==> config.mk <==
export PLATFORM = sky130hd
export DESIGN_NAME = kvpd_divider
export DESIGN_NICKNAME = d
export VERILOG_FILES = /design/src/design/kvpd_pkg.sv /design/src/design/kvpd_divider.sv
export SDC_FILE = /design/constraint.sdc
export NUM_CORES = 1
export LEC_CHECK = 0
export BUFFER_PORTS_ARGS = -buffer_cell sky130_fd_sc_hd__clkbuf_2
export CAP_MARGIN = 15
export CELL_PAD_IN_SITES_DETAIL_PLACEMENT = 1
export CELL_PAD_IN_SITES_GLOBAL_PLACEMENT = 1
export CORE_ASPECT_RATIO = 1.5
export CORE_MARGIN = 2
export CORE_UTILIZATION = 45
export DETAILED_ROUTE_END_ITERATION = 12
export GPL_ROUTABILITY_DRIVEN = 0
export GPL_TIMING_DRIVEN = 0
export HOLD_SLACK_MARGIN = 0.05
export PLACE_DENSITY = 0.81
export SLEW_MARGIN = 20
export SYNTH_ARGS = -nofsm -noshare
export SYNTH_HDL_FRONTEND = slang
export SYNTH_SLANG_ARGS = --single-unit
==> constraint.sdc <==
create_clock -name clock -period 4.9 [get_ports clock]
set_input_delay 0.735 -clock clock [delete_from_list [all_inputs] [get_ports clock]]
set_output_delay 0.735 -clock clock [all_outputs]
set_load 0.02 [all_outputs]
==> src/design/kvpd_pkg.sv <==
`default_nettype none
package kvpd_pkg;
   localparam int KEY_COUNT_DEF = 512;
   localparam int ADC_BITS_DEF = 12;
   localparam int KEY_W = 9;
   localparam int CODE_W = 12;
   localparam int TIME_W = 16;
   localparam int MS_W = 15;
   localparam int VEL_W = 7;
   localparam int QUO_W = 8;

   localparam logic [1:0] OP_SAMPLE = 2'd0;
   localparam logic [1:0] OP_TICK = 2'd1;
   localparam logic [1:0] OP_WRITE = 2'd2;
   localparam logic [1:0] OP_NONE = 2'd3;

   localparam logic [1:0] PH_IDLE = 2'd0;
   localparam logic [1:0] PH_TRACK = 2'd1;
   localparam logic [1:0] PH_AFTER = 2'd2;

   localparam logic [1:0] EV_ON = 2'd0;
   localparam logic [1:0] EV_TOUCH = 2'd1;
   localparam logic [1:0] EV_OFF = 2'd2;

   localparam logic [2:0] REG_THR_LOW = 3'd0;
   localparam logic [2:0] REG_THR_HIGH = 3'd1;
   localparam logic [2:0] REG_SPLIT = 3'd2;
   localparam logic [2:0] REG_TRACK = 3'd3;
   localparam logic [2:0] REG_AFTER = 3'd4;

   typedef struct packed {
      logic start;
      logic [19:0] dividend;
      logic [12:0] divisor;
   } div_req_type;

   typedef struct packed {
      logic done;
      logic [QUO_W-1:0] quotient;
   } div_rsp_type;
endpackage
`default_nettype wire

==> src/design/kvpd_divider.sv <==
`default_nettype none
module kvpd_divider
   import kvpd_pkg::*;
(
   input wire logic clock,
   input wire logic reset,
   input wire div_req_type req,
   output div_rsp_type rsp
);
   logic [19:0] rem_ff, rem_in;
   logic [12:0] den_ff, den_in;
   logic [QUO_W-1:0] quo_ff, quo_in;
   logic [3:0] cnt_ff, cnt_in;
   logic busy_ff, busy_in;
   logic done_ff, done_in;
   logic [20:0] trial;

   always_comb begin
      rem_in = rem_ff;
      den_in = den_ff;
      quo_in = quo_ff;
      cnt_in = cnt_ff;
      busy_in = busy_ff;
      done_in = 1'b0;
      trial = 21'(den_ff) << cnt_ff;
      if (req.start) begin
         rem_in = req.dividend;
         den_in = req.divisor;
         quo_in = '0;
         cnt_in = 4'(QUO_W - 1);
         busy_in = 1'b1;
      end else if (busy_ff) begin
         if (21'(rem_ff) >= trial) begin
            rem_in = rem_ff - trial[19:0];
            quo_in = quo_ff | (QUO_W'(1) << cnt_ff[2:0]);
         end
         if (cnt_ff == 4'd0) begin
            busy_in = 1'b0;
            done_in = 1'b1;
         end else begin
            cnt_in = cnt_ff - 4'd1;
         end
      end
   end

   always_ff @(posedge clock) begin
      rem_ff <= rem_in;
      den_ff <= den_in;
      quo_ff <= quo_in;
      cnt_ff <= cnt_in;
      if (reset) begin
         busy_ff <= 1'b0;
         done_ff <= 1'b0;
      end else begin
         busy_ff <= busy_in;
         done_ff <= done_in;
      end
   end

   assign rsp.done = done_ff;
   assign rsp.quotient = quo_ff;
endmodule
`default_nettype wire

==> run_results.csv <==
group,metric,value,unit
cts,clk_latency,300,ps
sta,layout_min_cycle_time,4470,ps
sta,hold_ws,454,ps
logic_synthesis,seq_area_frac_synth,0.352,
placement,dp.cells,528,
power_and_ir_drop,seq_power_share,0.271,
cts,clock-sinks,47,
floorplanning,fp.dieH,114,µm
cts,cts.clk_slew.worst_paths,70,ps
grt,grt_pass1_wl,17200,µm
logic_synthesis,syn_area_per_cell,9.52,µm²
placement,dpl.hpwl,8300,µm
routing,drt-initial-drc-count,161,
logic_synthesis,yosys.area_share.simple,0.168,
logic_synthesis,async_reset_ff_frac,0,
logic_synthesis,synth_top_family_by_area,"compound AO/OA/AOI/OAI gates",
routing,num_vias,3202,
finish,final_common_cell,"nand2_1",
setup_path,cp_max_fo,10,
logic_synthesis,yosysUniqueCellTypes,69,
routing,routed_via_density,5.96,
sta,rsz0062_at_grt,"false",
logic_synthesis,synth.area.top_cells,"edfxtp_1, ha_1, dfxtp_1",
floorplanning,die-area,0.00876,mm²
logic_synthesis,synth_seq_cells,47,
logic_synthesis,syn_area,0.00361,mm²
sta,relSlewSlack,0.538,
logic_synthesis,yosys.area.top_type,"edfxtp_1",
logic_synthesis,synthesis.nets,442,
setup_path,r2r_cells,14,
power_and_ir_drop,p_comb_frac,0.542,
grt,first_global_vias,3430,
sta,slew_viol_final,0,
routing,drt.antenna.violating_nets,0,
floorplanning,die_width,77.1,µm
logic_synthesis,synth_top_area_share,0.275,
cts,cts-root-buf,"clkbuf_16",
setup_path,critical-path-max-stage-delay,450,ps
logic_synthesis,synth_ff_type,"edfxtp_1",
sta,setup_tns,0,ps
cts,tritoncts,"built",
logic_synthesis,synth_edf_count,33,
power_and_ir_drop,peakVddDrop,0.216,mV
cts,clk_path_buf_depth,2,
logic_synthesis,synth_xor_area_frac,0.0291,
logic_synthesis,synthAdderAreaFrac,0.0957,
floorplanning,placementRows,40,
setup_path,worstPathCellList,"buf_2 > clkbuf_1 > mux4_2 > nand2_1 > nand2_1 > a22oi_1 > ha_1 > buf_6 > a21o_1 > a311oi_1 > nand4_1 > a211o_2 > a21oi_4 > o21ai_4",
sta,hold_viol_final,0,
setup_path,cp-start-kind,"flip-flop",
setup_path,crit_start,"cnt_ff[1]",
grt,grt_use_total,0.253,
setup_path,slowest_stage,"dfxtp_1",
cts,htreeDepth,2,
grt,antenna_found_initial,0,
min_path,hp-class,"reg -> reg",
grt,grt_max_degree,21,
power_and_ir_drop,leakage,1.72,nW
setup_path,r2r_end,"rem_ff[10]",
setup_path,endpoint,"rem_ff[10]",
finish,diodes,0,
finish,drive_gt1_frac,0.213,
run,drv_cap,0,
power_and_ir_drop,switching_power,0.878,mW
finish,nNetsFinal,494,
finish,fin_cells,537,
sta,finClkSkew,11.8,ps
sta,setup_viol,0,
sta,clock.fmax,0.224,GHz
finish,final_cell_mix,"nand2_1, clkbuf_2, edfxtp_1",
power_and_ir_drop,p_int,1.23,mW
finish,fin_util,0.525,
routing,drtPass1Iterations,4,
setup_path,r2r_start,"cnt_ff[1]",
placement,port_buffers,44,
setup_path,critPathArrivalTime,4460,ps
setup_path,cp_common_cell,"nand2_1",
routing,wl,10700,µm
setup_path,path_class,"reg -> reg",
logic_synthesis,synth_compound_area_frac,0.215,
setup_path,crit_path_end_kind,"flip-flop",
power_and_ir_drop,pwr-share-clk,0.187,
setup_path,reg2reg_setup_slack,430,ps
sta,finalCritPeriodShare,0.913,
setup_path,path_buf_inv,3,
cts,cts_setup_buffers,0,
status,status,"complete, no violations",
cts,cts_made_buffers,5,
logic_synthesis,yosys_warnings,0,
setup_path,crit_required,4890,ps
logic_synthesis,muxShareOfSynthArea,0.0937,
power_and_ir_drop,swShare,0.417,
setup_path,path_delay_family,"compound AO/OA/AOI/OAI gates",
floorplanning,start_util,0.456,
logic_synthesis,syn_inst,379,
setup_path,cp.depth,14,
routing,avgRoutedWirePerCell,20.0,µm
floorplanning,io_pins,45,
floorplanning,placeableCoreArea,0.00791,mm²
finish,syn_to_final_growth,15.2,%
finish,fillers,973,
routing,drc,0,
power_and_ir_drop,power.density,507,mW/mm²
grt,grt-ovfl-total,0,
sta,tightestPinTransition,693,ps
-- cells by family (layout without fill, tap and decap cells) --
| group | after synthesis | in the layout |
|---|---|---|
| adder cells (fa/ha/maj) | 27 | 27 |
| multiplexers | 25 | 25 |
| AO/OA/AOI/OAI | 104 | 105 |
| flip-flops | 47 | 47 |
| XOR/XNOR | 12 | 12 |
| buffers and inverters | 38 | 90 |
| AND/OR/NAND/NOR | 126 | 126 |
-- how the worst min path moves through the flow --
stage / end / from / depth (start not counted)
6_report: quo_ff[6] / quo_ff[6] / 2
5_1_grt: quo_ff[6] / quo_ff[6] / 2
4_1_cts: quo_ff[6] / quo_ff[6] / 2
3_5_place_dp: quo_ff[5] / quo_ff[5] / 2
3_3_place_gp: quo_ff[5] / quo_ff[5] / 2
2_1_floorplan: done_ff / busy_ff / 1
-- per-layer routing --
| metal | vias to the layer above | share of wire | GRT usage |
|---|---|---|---|
| li1 | 1525 | - | - |
| met1 | 1593 | 0.38 | 0.268 |
| met2 | 62 | 0.56 | 0.492 |
| met3 | 22 | 0.022 | 0.0316 |
| met4 | 0 | 0.033 | 0.115 |
| met5 | - | 0 | 0 |
-- cells in the mapped netlist, types with 10 or more instances --
library cell	count
a21oi_1	18
clkbuf_1	14
dfxtp_1	14
edfxtp_1	33
ha_1	26
inv_1	16
mux2_2	10
nand2_1	57
nand3_1	14
nor2_1	15
o21ai_0	20
xnor2_1	10
-- metrics by stage --
stage	power, mW	worst slack (ps)	area (µm²)
after floorplan	1.42	808	3610
after global placement	1.64	-551	3960
after detailed placement	1.69	291	3970
after CTS	2.09	291	4140
after global routing	2.25	59.6	4160
final	2.11	428	4160
-- worst min-delay path, cell delays in order (launching register included) --
cell	delay, ps
dfxtp_1	320
nand2_1	60
o41ai_2	40
-- state kept, by name, summed over array words and instances, names as in the netlist --
| signal | flops |
|---|---|
| rem_ff | 20 |
| done_ff | 1 |
| cnt_ff | 4 |
| quo_ff | 8 |
| den_ff | 13 |
| busy_ff | 1 |
-- power by group through the flow --
stage                     registers (mW)  clock network [mW]  logic (mW)
after floorplan                    0.569                   0       0.847
after global placement             0.577                   0        1.06
after detailed placement           0.583                   0        1.10
after CTS                          0.574               0.397        1.12
after global routing               0.580               0.414        1.26
final                              0.572               0.393        1.14
-- area by class of cell --
| class | count | area [µm²] | area share |
|---|---|---|---|
| Tap cell | 105 | 131 | 0.0316 |
| Multi-Input combinational cell | 295 | 2200 | 0.529 |
| Sequential cell | 47 | 1270 | 0.306 |
| Buffer | 20 | 96.3 | 0.0232 |
| Timing Repair Buffer | 44 | 220 | 0.0530 |
| Clock inverter | 1 | 5.00 | 0.00120 |
| Clock buffer | 7 | 164 | 0.0394 |
| Inverter | 18 | 67.6 | 0.0163 |
-- repair_timing --
action,in CTS,in global routing
hold buffers,0,0
setup endpoints to repair,0,20
gates resized for setup,0,1
No activity file was read; power rests on OpenSTA's default activity.
